## src/design/sorted_priority_queue_top_macros.svh

```systemverilog
// Assertion macros for the sorted priority queue.
`ifndef SORTED_PRIORITY_QUEUE_TOP_MACROS_SVH
`define SORTED_PRIORITY_QUEUE_TOP_MACROS_SVH

`ifndef NO_ASSERTIONS
`define SPQ_ASSERT(lbl, clk, rst, prop) \
  lbl: assert property (@(posedge clk) disable iff (rst) (prop)) \
    else $error("spq assertion failed");
`define SPQ_ASSERT_NEXT(lbl, clk, rst, cond, conseq) \
  lbl: assert property (@(posedge clk) disable iff (rst) (cond) |=> (conseq)) \
    else $error("spq assertion failed");
`else
`define SPQ_ASSERT(lbl, clk, rst, prop)
`define SPQ_ASSERT_NEXT(lbl, clk, rst, cond, conseq)
`endif

`endif

```

## src/design/spq_pkg.sv

```systemverilog
package spq_pkg;

  localparam int COUNT_W = 5;
  localparam int LIMIT_W = 5;
  localparam logic [LIMIT_W-1:0] LIMIT_RESET = 5'd16;

  localparam logic [1:0] ST_DONE  = 2'd0;
  localparam logic [1:0] ST_FULL  = 2'd1;
  localparam logic [1:0] ST_EMPTY = 2'd2;

  localparam logic KIND_PUSH = 1'b0;
  localparam logic KIND_POP  = 1'b1;

  typedef struct packed {
    logic valid;
    logic is_push;
  } spq_req_ctl_t;

endpackage

```

## src/design/sorted_priority_queue_top.sv

```systemverilog
// An accepted request waits in a short input queue that parts intake from the cell
// array; its result is then registered in the output register.
// Throughput: one request per cycle while out_stall does not hold the output.
// Each push or pop that is not rejected updates all slot cells in parallel.
// Reset (rst, synchronous): queue emptied, limit set to 16, slot contents left as is.
module sorted_priority_queue_top import spq_pkg::*; #(
  parameter int DEPTH     = 16,
  parameter int PRIO_BITS = 16,
  parameter int TAG_BITS  = 16
) (
  input  logic                 clk,
  input  logic                 rst,
  input  logic                 in_valid,
  output logic                 in_stall,
  input  logic                 kind,
  input  logic [PRIO_BITS-1:0] entry_priority,
  input  logic [TAG_BITS-1:0]  task_tag,
  output logic                 out_valid,
  input  logic                 out_stall,
  output logic [1:0]           status,
  output logic                 head_valid,
  output logic [PRIO_BITS-1:0] head_priority,
  output logic [TAG_BITS-1:0]  head_tag,
  output logic [COUNT_W-1:0]   entry_count,
  output logic                 full_flag,
  input  logic                 cfg_valid,
  output logic                 cfg_ready,
  input  logic [LIMIT_W-1:0]   queue_limit
);

  spq_req_ctl_t         req_ctl;
  logic [PRIO_BITS-1:0] req_priority;
  logic [TAG_BITS-1:0]  req_tag;
  logic                 req_take;
  logic [LIMIT_W-1:0]   limit;

  assign cfg_ready = 1'b1;

  always_ff @(posedge clk) begin
    if (rst) begin
      limit <= LIMIT_RESET;
    end else if (cfg_valid && cfg_ready) begin
      limit <= queue_limit;
    end
  end

  spq_front #(
    .PRIO_BITS(PRIO_BITS),
    .TAG_BITS (TAG_BITS)
  ) u_front (
    .clk           (clk),
    .rst           (rst),
    .in_valid      (in_valid),
    .in_stall      (in_stall),
    .kind          (kind),
    .entry_priority(entry_priority),
    .task_tag      (task_tag),
    .req_ctl       (req_ctl),
    .req_priority  (req_priority),
    .req_tag       (req_tag),
    .req_take      (req_take)
  );

  spq_back #(
    .DEPTH    (DEPTH),
    .PRIO_BITS(PRIO_BITS),
    .TAG_BITS (TAG_BITS)
  ) u_back (
    .clk          (clk),
    .rst          (rst),
    .req_ctl      (req_ctl),
    .req_priority (req_priority),
    .req_tag      (req_tag),
    .req_take     (req_take),
    .queue_limit  (limit),
    .out_valid    (out_valid),
    .out_stall    (out_stall),
    .status       (status),
    .head_valid   (head_valid),
    .head_priority(head_priority),
    .head_tag     (head_tag),
    .entry_count  (entry_count),
    .full_flag    (full_flag)
  );

endmodule

```

## src/design/spq_front.sv

```systemverilog
module spq_front import spq_pkg::*; #(
  parameter int PRIO_BITS = 16,
  parameter int TAG_BITS  = 16
) (
  input  logic                 clk,
  input  logic                 rst,
  input  logic                 in_valid,
  output logic                 in_stall,
  input  logic                 kind,
  input  logic [PRIO_BITS-1:0] entry_priority,
  input  logic [TAG_BITS-1:0]  task_tag,
  output spq_req_ctl_t         req_ctl,
  output logic [PRIO_BITS-1:0] req_priority,
  output logic [TAG_BITS-1:0]  req_tag,
  input  logic                 req_take
);

  logic [1:0]           used;
  logic [1:0]           used_next;
  logic                 wr_ptr;
  logic                 rd_ptr;
  logic                 push_q [2];
  logic [PRIO_BITS-1:0] prio_q [2];
  logic [TAG_BITS-1:0]  tag_q  [2];
  logic                 acc;

  assign in_stall = (used == 2'd2);
  assign acc      = in_valid && !in_stall;

  always_comb begin
    used_next = used;
    if (acc && !req_take) begin
      used_next = used + 2'd1;
    end else if (!acc && req_take) begin
      used_next = used - 2'd1;
    end
  end

  always_ff @(posedge clk) begin
    if (rst) begin
      used   <= 2'd0;
      wr_ptr <= 1'b0;
      rd_ptr <= 1'b0;
    end else begin
      used <= used_next;
      if (acc) begin
        wr_ptr <= !wr_ptr;
      end
      if (req_take) begin
        rd_ptr <= !rd_ptr;
      end
    end
  end

  // classify on entry
  always_ff @(posedge clk) begin
    if (acc) begin
      push_q[wr_ptr] <= (kind == KIND_PUSH);
      prio_q[wr_ptr] <= entry_priority;
      tag_q[wr_ptr]  <= task_tag;
    end
  end

  assign req_ctl.valid   = (used != 2'd0);
  assign req_ctl.is_push = push_q[rd_ptr];
  assign req_priority    = prio_q[rd_ptr];
  assign req_tag         = tag_q[rd_ptr];

endmodule

```

## src/design/spq_back.sv

```systemverilog
`include "sorted_priority_queue_top_macros.svh"

module spq_back import spq_pkg::*; #(
  parameter int DEPTH     = 16,
  parameter int PRIO_BITS = 16,
  parameter int TAG_BITS  = 16
) (
  input  logic                 clk,
  input  logic                 rst,
  input  spq_req_ctl_t         req_ctl,
  input  logic [PRIO_BITS-1:0] req_priority,
  input  logic [TAG_BITS-1:0]  req_tag,
  output logic                 req_take,
  input  logic [LIMIT_W-1:0]   queue_limit,
  output logic                 out_valid,
  input  logic                 out_stall,
  output logic [1:0]           status,
  output logic                 head_valid,
  output logic [PRIO_BITS-1:0] head_priority,
  output logic [TAG_BITS-1:0]  head_tag,
  output logic [COUNT_W-1:0]   entry_count,
  output logic                 full_flag
);

  localparam int CNT_W = $clog2(DEPTH + 1);

  logic [CNT_W-1:0]     count;
  logic [CNT_W-1:0]     count_next;
  logic [PRIO_BITS-1:0] slot_p [DEPTH];
  logic [TAG_BITS-1:0]  slot_t [DEPTH];
  logic [PRIO_BITS-1:0] p_next [DEPTH];
  logic [TAG_BITS-1:0]  t_next [DEPTH];
  logic [PRIO_BITS-1:0] prev_p [DEPTH];
  logic [TAG_BITS-1:0]  prev_t [DEPTH];
  logic [PRIO_BITS-1:0] nxt_p  [DEPTH];
  logic [TAG_BITS-1:0]  nxt_t  [DEPTH];
  logic [DEPTH-1:0]     le;
  logic [DEPTH-1:0]     le_prev;
  logic [31:0]          lim32;
  logic [31:0]          cn32;
  logic                 full_now;
  logic                 reject_full;
  logic                 reject_empty;
  logic                 reject;
  logic                 apply;
  logic [1:0]           status_next;

  assign req_take = req_ctl.valid && (!out_valid || !out_stall);

  assign lim32 = (32'(queue_limit) > 32'(DEPTH)) ? 32'(DEPTH) : 32'(queue_limit);
  assign full_now     = 32'(count) >= lim32;
  assign reject_full  = req_ctl.is_push && full_now;
  assign reject_empty = !req_ctl.is_push && (count == '0);
  assign reject       = reject_full || reject_empty;
  assign apply        = req_take && !reject;

  always_comb begin
    count_next  = count;
    status_next = ST_DONE;
    if (reject_full) begin
      status_next = ST_FULL;
    end else if (reject_empty) begin
      status_next = ST_EMPTY;
    end else if (req_ctl.is_push) begin
      count_next = count + CNT_W'(1);
    end else begin
      count_next = count - CNT_W'(1);
    end
  end

  assign cn32 = 32'(count_next);

  // each cell compares against the incoming priority; ties stay ahead
  always_comb begin
    for (int i = 0; i < DEPTH; i++) begin
      le[i] = (32'(i) < 32'(count)) && (slot_p[i] <= req_priority);
    end
    le_prev   = {le[DEPTH-2:0], 1'b1};
    prev_p[0] = req_priority;
    prev_t[0] = req_tag;
    for (int i = 1; i < DEPTH; i++) begin
      prev_p[i] = slot_p[i-1];
      prev_t[i] = slot_t[i-1];
    end
    for (int i = 0; i < DEPTH - 1; i++) begin
      nxt_p[i] = slot_p[i+1];
      nxt_t[i] = slot_t[i+1];
    end
    nxt_p[DEPTH-1] = slot_p[DEPTH-1];
    nxt_t[DEPTH-1] = slot_t[DEPTH-1];
    for (int i = 0; i < DEPTH; i++) begin
      if (!req_ctl.is_push) begin
        p_next[i] = nxt_p[i];
        t_next[i] = nxt_t[i];
      end else if (le[i]) begin
        p_next[i] = slot_p[i];
        t_next[i] = slot_t[i];
      end else if (le_prev[i]) begin
        p_next[i] = req_priority;
        t_next[i] = req_tag;
      end else begin
        p_next[i] = prev_p[i];
        t_next[i] = prev_t[i];
      end
    end
  end

  always_ff @(posedge clk) begin
    if (apply) begin
      for (int i = 0; i < DEPTH; i++) begin
        slot_p[i] <= p_next[i];
        slot_t[i] <= t_next[i];
      end
    end
  end

  always_ff @(posedge clk) begin
    if (rst) begin
      count     <= '0;
      out_valid <= 1'b0;
    end else begin
      if (req_take) begin
        count     <= count_next;
        out_valid <= 1'b1;
      end else if (!out_stall) begin
        out_valid <= 1'b0;
      end
    end
  end

  always_ff @(posedge clk) begin
    if (req_take) begin
      status      <= status_next;
      entry_count <= cn32[COUNT_W-1:0];
      full_flag   <= cn32 >= lim32;
      if (count_next != '0) begin
        head_valid    <= 1'b1;
        head_priority <= apply ? p_next[0] : slot_p[0];
        head_tag      <= apply ? t_next[0] : slot_t[0];
      end else begin
        head_valid    <= 1'b0;
        head_priority <= '0;
        head_tag      <= '0;
      end
    end
  end

  `SPQ_ASSERT(a_count_bound, clk, rst, 32'(count) <= 32'(DEPTH))
  `SPQ_ASSERT_NEXT(a_reject_hold, clk, rst, req_take && reject, $stable(count))
  `SPQ_ASSERT_NEXT(a_pop_dec, clk, rst, req_take && !req_ctl.is_push && !reject, 32'(count) == 32'($past(count)) - 32'd1)
  `SPQ_ASSERT(a_head_order, clk, rst, (32'(count) >= 32'd2) |-> (slot_p[0] <= slot_p[1]))

endmodule

```

## config.mk

```make
export PLATFORM = sky130hd
export DESIGN_NAME = sorted_priority_queue_top
export DESIGN_NICKNAME = d
export VERILOG_FILES = /design/src/design/spq_pkg.sv /design/src/design/sorted_priority_queue_top.sv /design/src/design/spq_front.sv /design/src/design/spq_back.sv
export VERILOG_INCLUDE_DIRS = /design/src /design/src/design
export SDC_FILE = /design/constraint.sdc
export NUM_CORES = 2
export LEC_CHECK = 0
export BUFFER_PORTS_ARGS = -buffer_cell sky130_fd_sc_hd__buf_2
export CAP_MARGIN = 10
export CORE_ASPECT_RATIO = 2
export CORE_UTILIZATION = 45
export CTS_CLUSTER_DIAMETER = 150
export DETAILED_ROUTE_END_ITERATION = 6
export GPL_TIMING_DRIVEN = 0
export PLACE_DENSITY = 0.62
export SYNTH_ARGS = -nofsm -noshare
export SYNTH_HDL_FRONTEND = slang
export SYNTH_HIERARCHICAL = 1
export SYNTH_SLANG_ARGS = --single-unit
```

## constraint.sdc

```tcl
create_clock -name clk -period 8.2 [get_ports clk]
set_input_delay 0.82 -clock clk [delete_from_list [all_inputs] [get_ports clk]]
set_output_delay 0.82 -clock clk [all_outputs]
set_load 0.02 [all_outputs]
```

# Yosys cells after proc, flatten, opt, wreduce, memory -nomap -nowiden
# Memories as Yosys holds them, arrays and structs flattened. A register that Yosys moved wholly into a read port is not among the register bits.
# Cells that the tools add are included.
[totals] regBits=56 latch_bits=0 mem_bits_rw=578 mem_bits_ro=0 out_inout_bits=44 elab_cells=213 memories=5
[memory_table] name="u_back.slot_p" words=16 word_bits=16 rd=16 rd_clocked_by_memory_dff=0 wr=16 line_no="spq_back.sv:29" rtl="logic [PRIO_BITS-1:0] slot_p [DEPTH];"
[memory_table] name="u_back.slot_t" words=16 word_bits=16 rd=16 rd_clocked_by_memory_dff=0 wr=16 line_no="spq_back.sv:30" rtl="logic [TAG_BITS-1:0] slot_t [DEPTH];"
[memory_table] name="u_front.prio_q" words=2 word_bits=16 rd=1 rd_clocked_by_memory_dff=1 wr=1 line_no="spq_front.sv:23" rtl="logic [PRIO_BITS-1:0] prio_q [2];"
[memory_table] name="u_front.tag_q" words=2 word_bits=16 rd=1 rd_clocked_by_memory_dff=1 wr=1 line_no="spq_front.sv:24" rtl="logic [TAG_BITS-1:0] tag_q [2];"
[memory_table] name="u_front.push_q" words=2 word_bits=1 rd=1 rd_clocked_by_memory_dff=1 wr=1 line_no="spq_front.sv:22" rtl="logic push_q [2];"
[classes] add_sub_neg=4 n_mul=0 div_mod_pow=0 n_lt_le_gt_ge=35 n_eq_ne=2 shifts=0 muxes=116 n_bitwise=1 reduce_logical=38
[op_table] op="$mux W16" n=96
[op_table] op="$le A16 B16 Y1" n=16
[op_table] op="$ge A5 B32 Y1" n=2
[op_table] op="$lt A4 B5 Y1 const A" n=8
[op_table] op="$logic_and A1 B1 Y1" n=23
[op_table] op="$lt A3 B5 Y1 const A" n=4
[op_table] op="$mux W5" n=4
[op_table] op="$mux W1" n=13
[op_table] op="$lt A1 B5 Y1 const A" n=2
[op_table] op="$lt A2 B5 Y1 const A" n=2
[op_table] op="$logic_not A1 Y1" n=9
[op_table] op="$mux W2" n=3
[op_table] op="$add A5 B1 Y5 const B" n=1
[op_table] op="$gt A5 B5 Y1 const B" n=1
[op_table] op="$logic_not A5 Y1" n=1
[op_table] op="$reduce_bool A5 Y1" n=1
[op_table] op="$sub A5 B1 Y5 const B" n=1
[op_table] op="$reduce_bool A2 Y1" n=2
[op_table] op="$add A2 B1 Y2 const B" n=1
[op_table] op="$eq A2 B2 Y1 const B" n=1
[op_table] op="$logic_or A1 B1 Y1" n=2
[op_table] op="$ne A2 B1 Y1 const B" n=1
[op_table] op="$sub A2 B1 Y2 const B" n=1
[op_table] op="$not A1 Y1" n=1

# Logic depth before layout (Yosys ltp)
[depth] word_depth=9 depth_mapped=16 mapped_depth_nobuf=14

# By module
# Netlist, hierarchy kept.
[modules_own_cells] module="spq_back" instances=1 cells_each=3519 area_per_inst_um2=35507.8 seq_area_each_um2=16726.0
[modules_own_cells] module="spq_front" instances=1 cells_each=129 area_per_inst_um2=2596.2 seq_area_each_um2=2082.0
[modules_own_cells] module="sorted_priority_queue_top" instances=1 cells_each=18 area_per_inst_um2=195.2 seq_area_each_um2=100.1

# Worst setup path before layout
# Ideal clock, no wire load.
[synth_path] path_kind="input to register" from="in out_stall" to="mem u_back.slot_p[6][4], in the netlist u_back/slot_p[0][100] (enable)" setup_time_ns=0.432 arrival_ns=5.660 setup_slack_ns=2.108 cell_stages=6 n_path_buf=3 cell_sequence="a21boi_1 > nand2b_1 > buf_4 > buf_2 > buf_1 > a21oi_1"
[synth_rtl] item="start, declared" line_no="sorted_priority_queue_top.sv:19" rtl="input logic out_stall,"
[synth_rtl] item="end, declared" line_no="spq_back.sv:29"

==> impl_results.md <==
* Status: finished, final reports clean
* Layout Nets at a little over 4000
* Clk_skew at 25.32 ps
* Final max-slew violation count at 0
* Starting Density at 45.35%
* Hold-fix buffers at CTS at 0
* Ports at 87
* Max-cap violations at 0
* Peak Freq at 0.1474 GHz
* Core ar. at between 0.08 and 0.09 mm2
* Filler cell count in the final layout at 7880
* Post-synthesis sequential area ratio at between 40% and 50%
* Synthesis Warnings at 6
* Sequential share of power at about 35%
* Wire per inst at 28.89 um
* Mean post-synth cell area at 10.45 um2
* Vias in the first global route at 32080
* Commonest non-fill, non-tap cells in the layout: edfxtp_1, nor2_1, nand2_1
* Clock latency on the worst-skew pair at 690 ps
* Layout area overhead at 11.62%
* WP data required at 8500 ps
* # setup viols final at 0
* Count of flip-flops with a built-in enable after synthesis at 619
* Syn nets at slightly below 4000
* 1st-pass router iterations at 6
* Crit path max-delay family: buffers and inverters
* Critical path peak fanout at 32
* DRT iter0 DRCs at 3064
* Mapped cell area at 0.03830 mm2
* Clock network power share at 15.0%
* Postcts setup bufs at 0
* Netlist cell types at 75
* Synthesis-stage register bit count at 635
* ANT cells at 0
* DP HPWL at 112600 um
* Crit path largest cell delay at 1030 ps
* Slowest CP cell: nor4_1
* Final Wtd Congestion at 0.9723
* Tmin final at between 6000 and 7000 ps
* Max-slew headroom at 7.448%
* # rows at ~150
* Via Count at 31430
* TritonCTS clock tree: yes
* Synth async-reset ratio at 0%
* Mapped Cells at 3666
* First-pass GRT wire length at 205900 um
* WS Path Type: reg2reg
* H-tree depth at 2
* Slew of the pin with the lowest slew margin at 1388 ps
* Clock buffer depth at 3
* Port bufs at 84
* WL final at 143100 um
* P_sw at 0.009494 W
* PostCTS Resize Cnt at 0
* Initial antenna violation count at 2
* Final core occ at approximately half
* Cells along the critical path: buf_2, buf_2, mux2_2, clkbuf_1, inv_1, ha_1, nand4_1, nor2_1, nor3_1, a21oi_1, nor4_1, clkbuf_1, clkbuf_1, nor2_1, o21a_2
* Min Hold Slack at 334.1 ps
* Cell Pwr Density at around 500 mW/mm2
* Sw Ratio at between 40 and 50%
* Gr ovfl total at 0
* Pin count of the biggest net entering global routing at 42
* Synth Flop Type: edfxtp_1
* LEAKAGE at 16.59 nW
* Die area at 0.08635 mm2
* Clk slew on worst S/H paths at 70 ps
* Worst Path Arrival at 7080 ps
* Commonest non-fill, non-tap cell in the layout: edfxtp_1
* GRT Total Usage at 32.64%
* Die height at slightly above 400 um
* Share of cells above drive strength 1 at between 10% and 20%
* Final Hold Vio Count at 0
* CP Capture Type: flop
* Clock sinks at 635
* Comb pwr share at between 50% and 60%
* RSZ-0062 raised after global routing: no
* CP bufs+invs at 6
* Drt drc at 0
* Clock Tree Root: clkbuf_16
* DR vias/cell at 6.345
* Crit share post-route at 82.73%
* CP most frequent cell: clkbuf_1
* Die W at 208.3 um
* CTS buffer count at 60
* Crit start category: flop
* Number of routed nets with antenna violations at 0
* Worst vdd ir at 0.0002537 V
* Hold Crit Class: in2reg
* Int Pwr at 0.01168 W
-- power groups by stage --
stage | Clock, W | Combinational (W) | Sequential [W]
2_1_floorplan | 0 | 0.00669 | 0.00707
3_3_place_gp | 0 | 0.00992 | 0.00742
3_5_place_dp | 0 | 0.0104 | 0.00735
4_1_cts | 0.00323 | 0.0104 | 0.00729
5_1_grt | 0.00332 | 0.0114 | 0.00747
6_report | 0.00318 | 0.0107 | 0.00734
-- kinds of logic (layout without fill, tap and decap cells) --
kind of cell / Yosys count / in the layout / synth area share (%)
flops: 635 / 635 / 49.37
mux: 247 / 247 / 6.625
buf+inv: 401 / 617 / 4.440
simple gates: 1290 / 1290 / 15.20
xor+xnor: 7 / 7 / 0.1601
other cells: 1 / 1 / 0.009791
compound gates: 815 / 815 / 15.37
fa+ha+maj: 270 / 270 / 8.821
-- state kept, by name, summed over array words and instances (netlist names), named ones only --
signal                cells
u_back/count              5
u_back/status             2
u_front/rd_ptr            1
u_back/slot_p           256
u_front/used              2
u_front/wr_ptr            1
u_back/head_valid         1
u_front/prio_q           32
u_back/slot_t           256
u_front/push_q            2
u_back/head_tag          16
u_back/entry_count        5
u_back/full_flag          1
u_front/tag_q            32
u_back/out_valid          1
limit                     5
u_back/head_priority     16
-- cell type report --
class	count	area, um2	area share, %
plain buffers	315	1379	3.225
clock buffers	66	1545	3.615
clock inverters	47	629.4	1.472
inverters	86	322.8	0.7551
multi-input cells	2630	17830	41.71
flip-flops and latches	635	18910	44.23
well taps	1071	1340	3.135
repair buffers	103	793.3	1.856
-- routing by layer --
metal | global-route usage [%] | routed length [um] | vias to the layer above
met5 | 0 | 13 | -
met4 | 30.33 | 14940 | 2
met3 | 4.104 | 7797 | 574
met2 | 59.70 | 74140 | 1475
met1 | 31.43 | 46200 | 15160
li1 | - | - | 14210
-- stage by stage --
stage / cells / power [W] / area, um2 / setup slack [ps] / setup TNS [ps]
2_1_floorplan: 3666 / 0.01376 / 38300 / 2108 / 0
3_3_place_gp: 4821 / 0.01734 / 40060 / -2101 / -711050
3_5_place_dp: 4838 / 0.01772 / 40550 / 1483 / 0
4_1_cts: 4951 / 0.02095 / 42730 / 1500 / 0
5_1_grt: 4953 / 0.02221 / 42750 / 1334 / 0
6_report: 4953 / 0.02118 / 42750 / 1416 / 0
-- path summary, 6_finish.rpt --
path                          start                    to  slack (ps)  cells past startpoint
setup / recovery               flop  u_back/slot_t[1][20]        1420                     15
hold / removal    entry_priority[4]  u_front/prio_q[0][4]         330                      1
setup reg to reg               flop  u_back/slot_t[1][20]        1420                     15
hold reg to reg      u_front/wr_ptr        u_front/wr_ptr         490                      2
-- cells in the mapped netlist, types with 32 or more instances --
master,number,area (um2)
edfxtp_1,619,18590
nor2_1,457,1715
nand2_1,434,1629
ha_1,270,3378
a21oi_1,239,1196
clkbuf_1,196,735.7
mux2i_1,195,1952
a221o_1,175,1752
nor3_1,118,590.6
a31oi_1,87,544.3
inv_1,85,319.1
buf_2,60,300.3
mux2_2,49,551.8
a21o_1,48,360.4
o21ai_0,45,225.2
nand4_1,43,269.0
o211ai_1,42,315.3
o221ai_1,40,350.3
a221oi_1,34,297.8
nor4_1,33,206.5
and3_1,32,200.2
o22ai_1,32,200.2
(Power assumes the default switching activity.)
